`src/rtl/rscf_pkg.sv`:
```
// Package for the radar sensor command framer: codes, frame constants and command helpers.
package rscf_pkg;

	localparam int unsigned FrameLen  = 7;
	localparam int unsigned StoreLen  = 6;
	localparam int unsigned IdxW      = 3;

	localparam logic [7:0] HeadA     = 8'h55;
	localparam logic [7:0] HeadB     = 8'h5A;
	localparam logic [7:0] TailByte  = 8'hFE;
	localparam logic [7:0] EnableOn  = 8'h01;
	localparam logic [15:0] DistMax  = 16'd15;
	localparam logic [15:0] LightMax = 16'd1023;

	localparam logic [IdxW-1:0] LastIdx  = IdxW'(FrameLen - 1);
	localparam logic [IdxW-1:0] StoreTop = IdxW'(StoreLen);

	typedef enum logic [1:0] {
		KIND_TX     = 2'd0,
		KIND_ENABLE = 2'd1,
		KIND_LEVEL  = 2'd2,
		KIND_VALUE  = 2'd3
	} kind_t;

	typedef enum logic [3:0] {
		OP_RADAR_GET = 4'd0,
		OP_RADAR_SET = 4'd1,
		OP_DIST_GET  = 4'd2,
		OP_DIST_SET  = 4'd3,
		OP_LEN_GET   = 4'd4,
		OP_LEN_SET   = 4'd5,
		OP_LHI_GET   = 4'd6,
		OP_LHI_SET   = 4'd7,
		OP_LLO_GET   = 4'd8,
		OP_LLO_SET   = 4'd9
	} op_t;

	localparam logic [7:0] CmdRadarGet = 8'h89;
	localparam logic [7:0] CmdRadarSet = 8'h09;
	localparam logic [7:0] CmdDistGet  = 8'h81;
	localparam logic [7:0] CmdDistSet  = 8'h01;
	localparam logic [7:0] CmdLenGet   = 8'h83;
	localparam logic [7:0] CmdLenSet   = 8'h03;
	localparam logic [7:0] CmdLhiGet   = 8'h84;
	localparam logic [7:0] CmdLhiSet   = 8'h04;
	localparam logic [7:0] CmdLloGet   = 8'h85;
	localparam logic [7:0] CmdLloSet   = 8'h05;

	function automatic logic [7:0] op_cmd(input logic [3:0] op);
		logic [7:0] cmd;
		unique case (op)
			OP_RADAR_GET: cmd = CmdRadarGet;
			OP_RADAR_SET: cmd = CmdRadarSet;
			OP_DIST_GET:  cmd = CmdDistGet;
			OP_DIST_SET:  cmd = CmdDistSet;
			OP_LEN_GET:   cmd = CmdLenGet;
			OP_LEN_SET:   cmd = CmdLenSet;
			OP_LHI_GET:   cmd = CmdLhiGet;
			OP_LHI_SET:   cmd = CmdLhiSet;
			OP_LLO_GET:   cmd = CmdLloGet;
			OP_LLO_SET:   cmd = CmdLloSet;
			default:      cmd = 8'h00;
		endcase
		return cmd;
	endfunction

	function automatic kind_t cmd_kind(input logic [7:0] cmd);
		kind_t k;
		unique case (cmd)
			CmdRadarGet, CmdRadarSet, CmdLenGet, CmdLenSet:   k = KIND_ENABLE;
			CmdDistGet, CmdDistSet:                           k = KIND_LEVEL;
			CmdLhiGet, CmdLhiSet, CmdLloGet, CmdLloSet:       k = KIND_VALUE;
			default:                                          k = KIND_TX;
		endcase
		return k;
	endfunction

endpackage

```
`src/rtl/radar_sensor_command_framer_unit.sv`:
```
// Top level of the radar sensor command framer: send framing and receive decoding.
//
// channel  | handshake                    | payload
// ---------+------------------------------+-----------------------------------------------
// request  | item_valid / item_ready      | req_type, rx_byte, request_op, request_arg
// result   | result_valid / result_ready  | report_kind, tx_byte, last_byte, enabled_flag,
//          |                              | level_value, light_value
//
// A received byte passes the input register and leaves at most one report in the result
// register; one byte per cycle is sustained while the result register is not stalled.
// A send request holds the input register for seven frame bytes, one per unstalled cycle.
// A stalled result register holds the input register when it has a result to load; a new
// request enters as the held one leaves. Reset clears both valid flags, count and armed kind.
module radar_sensor_command_framer_unit
	import rscf_pkg::*;
(
	input  logic        clk,
	input  logic        arst_n,
	input  logic        item_valid,
	output logic        item_ready,
	input  logic        req_type,
	input  logic [7:0]  rx_byte,
	input  logic [3:0]  request_op,
	input  logic [15:0] request_arg,
	output logic        result_valid,
	input  logic        result_ready,
	output logic [1:0]  report_kind,
	output logic [7:0]  tx_byte,
	output logic        last_byte,
	output logic        enabled_flag,
	output logic [7:0]  level_value,
	output logic [15:0] light_value
);

	logic            valid_s1;
	logic            req_s1;
	logic [7:0]      rx_s1;
	logic [3:0]      op_s1;
	logic [15:0]     arg_s1;
	logic [IdxW-1:0] idx_q;

	logic [7:0]      frame_q [StoreLen];
	logic [IdxW-1:0] count_q;
	kind_t           armed_q;

	kind_t           kind_q;
	logic [7:0]      tx_q;
	logic            last_q;
	logic            en_q;
	logic [7:0]      lvl_q;
	logic [15:0]     val_q;

	logic            out_space;
	logic            has_result;
	logic            s1_done;
	logic            out_load;

	logic            op_ok;
	logic [7:0]      cmd;
	logic [7:0]      hi;
	logic [7:0]      lo;
	logic [9:0]      light_clamp;
	logic [7:0]      tx_sel;

	logic [7:0]      rcmd;
	logic [7:0]      rhi;
	logic [7:0]      rlo;
	kind_t           rkind;
	logic            frame_end;
	logic            rx_hit;

	logic            n_en;
	logic [7:0]      n_lvl;
	logic [15:0]     n_val;
	kind_t           n_kind;

	// send path
	always_comb begin
		op_ok = (op_s1 <= OP_LLO_SET);
		cmd = op_cmd(op_s1);
		hi = 8'h00;
		lo = 8'h00;
		light_clamp = (arg_s1 > LightMax) ? LightMax[9:0] : arg_s1[9:0];
		if (op_s1[0]) begin
			priority if (op_s1 == OP_RADAR_SET || op_s1 == OP_LEN_SET) begin
				lo = (arg_s1 != 16'd0) ? EnableOn : 8'h00;
			end else if (op_s1 == OP_DIST_SET) begin
				lo = (arg_s1 > DistMax) ? DistMax[7:0] : arg_s1[7:0];
			end else begin
				hi = {6'd0, light_clamp[9:8]};
				lo = light_clamp[7:0];
			end
		end
		unique case (idx_q)
			3'd0:    tx_sel = HeadA;
			3'd1:    tx_sel = HeadB;
			3'd2:    tx_sel = cmd;
			3'd3:    tx_sel = hi;
			3'd4:    tx_sel = lo;
			3'd5:    tx_sel = cmd ^ hi ^ lo;
			default: tx_sel = TailByte;
		endcase
	end

	// receive path
	always_comb begin
		rcmd = frame_q[2];
		rhi = frame_q[3];
		rlo = frame_q[4];
		rkind = cmd_kind(rcmd);
		frame_end = (count_q == StoreTop);
		rx_hit = frame_end && (rx_s1 == TailByte) && (frame_q[5] == (rcmd ^ rhi ^ rlo))
			&& (rkind != KIND_TX) && (rkind == armed_q);
	end

	always_comb begin
		has_result = req_s1 ? op_ok : rx_hit;
		out_space = !result_valid || result_ready;
		out_load = valid_s1 && has_result && out_space;
		s1_done = valid_s1 && (!has_result || (out_space && (!req_s1 || idx_q == LastIdx)));
		item_ready = !valid_s1 || s1_done;
		n_kind = req_s1 ? KIND_TX : rkind;
		n_en = !req_s1 && rkind == KIND_ENABLE && rlo == EnableOn;
		n_lvl = (!req_s1 && rkind == KIND_LEVEL) ? rlo : 8'h00;
		n_val = (!req_s1 && rkind == KIND_VALUE) ? {rhi, rlo} : 16'h0000;
	end

	always_ff @(posedge clk or negedge arst_n) begin
		if (!arst_n) begin
			valid_s1 <= 1'b0;
			idx_q <= '0;
			count_q <= '0;
			armed_q <= KIND_TX;
			result_valid <= 1'b0;
		end else begin
			if (item_ready) begin
				valid_s1 <= item_valid;
			end
			if (s1_done) begin
				idx_q <= '0;
			end else if (out_load) begin
				idx_q <= idx_q + 1'b1;
			end
			if (s1_done && req_s1 && op_ok) begin
				armed_q <= cmd_kind(cmd);
			end
			if (s1_done && !req_s1) begin
				count_q <= frame_end ? '0 : count_q + 1'b1;
			end
			if (out_load) begin
				result_valid <= 1'b1;
			end else if (result_ready) begin
				result_valid <= 1'b0;
			end
		end
	end

	always_ff @(posedge clk) begin
		if (item_ready && item_valid) begin
			req_s1 <= req_type;
			rx_s1 <= rx_byte;
			op_s1 <= request_op;
			arg_s1 <= request_arg;
		end
		if (s1_done && !req_s1 && !frame_end) begin
			frame_q[count_q] <= rx_s1;
		end
		if (out_load) begin
			kind_q <= n_kind;
			tx_q <= req_s1 ? tx_sel : 8'h00;
			last_q <= req_s1 && idx_q == LastIdx;
			en_q <= n_en;
			lvl_q <= n_lvl;
			val_q <= n_val;
		end
	end

	assign report_kind = kind_q;
	assign tx_byte = tx_q;
	assign last_byte = last_q;
	assign enabled_flag = en_q;
	assign level_value = lvl_q;
	assign light_value = val_q;

	a_idx_range: assert property (@(posedge clk) disable iff (!arst_n)
		idx_q <= LastIdx) else $error("frame byte index out of range");

	a_idx_owner: assert property (@(posedge clk) disable iff (!arst_n)
		idx_q != '0 |-> valid_s1 && req_s1) else $error("byte index moved without a send");

	a_count_range: assert property (@(posedge clk) disable iff (!arst_n)
		count_q <= StoreTop) else $error("receive count out of range");

	a_report_armed: assert property (@(posedge clk) disable iff (!arst_n)
		result_valid && report_kind != KIND_TX |-> report_kind == armed_q)
		else $error("report issued for a kind not armed");

	a_last_done: assert property (@(posedge clk) disable iff (!arst_n)
		out_load && req_s1 && idx_q == LastIdx |-> s1_done)
		else $error("send request held after its tail byte");

endmodule
```
`config.mk`:
```
export PLATFORM = sky130hd
export DESIGN_NAME = radar_sensor_command_framer_unit
export DESIGN_NICKNAME = d
export VERILOG_FILES = /design/src/rtl/rscf_pkg.sv /design/src/rtl/radar_sensor_command_framer_unit.sv
export SDC_FILE = /design/constraint.sdc
export NUM_CORES = 1
export LEC_CHECK = 0
export BUFFER_PORTS_ARGS = -buffer_cell sky130_fd_sc_hd__buf_2
export CAP_MARGIN = 20
export CORE_MARGIN = 2
export CORE_UTILIZATION = 30
export DETAILED_ROUTE_END_ITERATION = 10
export SYNTH_ARGS = -nofsm -noshare
export SYNTH_HDL_FRONTEND = slang
export SYNTH_SLANG_ARGS = --single-unit
```
`constraint.sdc`:
```
create_clock -name clk -period 3.7 [get_ports clk]
set_clock_uncertainty 0.15 [all_clocks]
set_input_delay 0.37 -clock clk [delete_from_list [all_inputs] [get_ports clk]]
set_output_delay 0.37 -clock clk [all_outputs]
set_load 0.01 [all_outputs]
```
==> out/summary.txt <==
Outcome: completed
Syn avg cell area: 12.9 µm²
I/O pins: 71
1st-iter DRT viols: 206
Pin count of the biggest net entering global routing: 37
Drt pass-1 iters: 4
Final WS setup: 0.489 ns
Post-synth top flop: edfxtp_1
CTS tree: built
Largest delay share family, worst path: simple AND/OR/NAND/NOR gates
Worst relative slew slack: 0.327
Ys Warns: 0
Share of the synthesized area in the top cell type: 0.583
Fmax: 311 MHz
Ranking of synthesized cells by area: edfxtp_1, dfrtp_1, xnor2_1
Reg-to-Reg End: light_value[14]
Sequential fraction of the synthesis area: 0.653
Setup violations, final: 0
Num CTS Buffers: 9
Crit path cell chain: or4_4 > or4_1 > nor3_2 > nand4_2 > nand2_2 > nand2_1 > buf_2
#FFs+latches synth: 112
Clock latency on the worst-skew pair: 0.35 ns
Fin. Hold Viols: 0
Commonest non-fill, non-tap cells in the layout: edfxtp_1, buf_2, nand2_1, nor2_1, and2_1
Dpl cells: 671
Global route hottest layer: met2
Final HPWL DP: 7520 µm
Critical path's slowest cell: or4_4
Core Area: 16,400 µm²
Max-slew violations: 0
WL per Instance: 14.9 µm
Vias per inst: 4.70
WP depth: 7
Clock root buffer: clkbuf_16
R2R depth: 7
Share of post-route cells with drive strength above 1: 0.218
Register-to-register setup slack: 0.66 ns
Place WS: 0.658 ns
Type of origin of the critical path: register
Postcts setup bufs: 0
Post-synth EDFFs: 97
Leak: 0.00214 µW
Max stage delay on crit path: 0.56 ns
RSZ-0062 raised after global routing: false
CP max FO: 7
Die area: 17,700 µm²
Max VDD drop: 209 µV
Mapped Area: 4990 µm²
Netlist cell types: 59
ANT cells: 0
Crit path arrival time: 2.69 ns
P&R area growth vs syn: 18.8%
Post-Syn Nets: 424
Chip height: 133 µm
Grt ovf: 0
Hold Path Origin: request_arg[4]
Routed WL: 10,200 µm
Most common cell after layout, fill and taps aside: edfxtp_1
Final Critical Period: 3.21 ns
Hold path endpoint: arg_s1[4]
Number of port buffers: 70
Final worst-path cycle share: 0.868
Worst path bufs/invs: 1
Yosys top cell by area: edfxtp_1
Layout Cells excl Fill: 687
First-pass GRT wire length: 16,800 µm
CTS resizes: 0
MaxCap Viol Count: 0
Power density over the cells: 474 nW/µm²
Final Net Count: 501
Met1 Usage GRT: 0.168
Vias in the first global route: 3,177
Clk slew on worst S/H paths: 0.07 ns
Hold Path Stages: 1
CP required: 3.18 ns
Cell Area, Placed: 5660 µm²
CTS sink count: 112
Worst slew pin tran: 1.01 ns
Global placement routability congestion: 0.855
RR Startpoint: req_s1
Worst min path class: primary input to register
Antenna violations before repair: 0
# rows: 47
Worst Path Class, Setup: register to output port
Routing usage on met3: 0.0333
M2 GR Usage: 0.184
Setup crit end kind: output port
Vias: 3,229
H-tree depth: 3
Worst-case clock buffer depth: 2
Starting density of the core: 0.304
Post-route DRC: 0
Syn Inst Count: 386
Post-route setup TNS: 0 ns
Antenna Nets Post-Route: 0
Final instance area: 5940 µm²
Die X: 133 µm
Post-synth ARST share: 0.0893
Total track usage: 0.121
[what timing repair did]
item                                   in CTS  in global routing
endpoints found under the hold margin      10                  0
hold buffers                                1                  0
setup endpoints to repair                   0                  0
[layer usage]
metal / part of all wire / vias to the layer above / wire length [µm]
li1: - / 1586 / -
met1: 0.48 / 1547 / 4890
met2: 0.46 / 87 / 4670
met3: 0.053 / 9 / 543
met4: 0.013 / 0 / 130
met5: 0 / - / 0
[cells in the mapped netlist (all sizes together) (2+ instances only)]
cell and n:
nand2 26, edfxtp 97, or3 3, nand2b 12, a31oi 5, inv 11, xor2 11, a21o 3
nor3 7, dfxtp 5, nor4 7, a22o 3, a211oi 3, o221ai 2, and2 25, dfrtp 10
nor2 25, nand3 5, a21oi 14, xnor2 20, or2 6, or4 3, and3 2, nor2b 3
clkbuf 11, o21a 6, o21ai 18, nand4b 3, o221a 4, o211ai 3, o22ai 2, a21boi 2
nand4 8, ha 5
[final cells by class]
| cell class | count | area, µm² |
|---|---|---|
| repair buffers | 77 | 430 |
| fillers | 1591 | 10500 |
| multi-input cells | 252 | 1660 |
| clock buffers | 9 | 225 |
| flip-flops and latches | 112 | 3260 |
| well taps | 220 | 275 |
| clock inverters | 6 | 43.8 |
| inverters | 11 | 41.3 |
[per-stage QoR]
step                       util  power [µW]  hold slack (ns)
after floorplan               -        1810          -0.0756
after global placement    0.345        1930           0.0985
after detailed placement  0.345        1940            0.108
after CTS                 0.362        2840           0.0227
after global routing      0.362        2940           0.0197
final                     0.362        2810           0.0378
[registers in the layout, summed over array words and instances, names as in the netlist, 4 cells and up]
register     cells
frame_q         32
arg_s1          16
light_value     16
level_value      8
rx_s1            8
tx_byte          8
cmd              5
op_s1            4
[cell families after synthesis]
group,after synthesis,share of synthesized area
compound gates,74,0.102
xor+xnor,31,0.0544
fa+ha+maj,5,0.0125
buf+inv,22,0.0165
flops,112,0.653
mux,2,0.00501
simple gates,140,0.157
[power by group]
part	switching [µW]	internal (µW)	total, µW
clock	442	458	900
sequential	92.2	1480	1570
combinational	186	155	341
total	721	2090	2810
[how the worst max path moves through the flow]
stage,from,endpoint,slack (ns)
4_1_cts,req_s1,item_ready,0.47
3_5_place_dp,req_s1,light_value[9],0.66
3_3_place_gp,frame_q[2][4],light_value[14],0.73
2_1_floorplan,frame_q[2][4],enabled_flag,0.29
5_1_grt,req_s1,item_ready,0.36
6_report,req_s1,item_ready,0.49
Power figures use the tool's default switching activity.
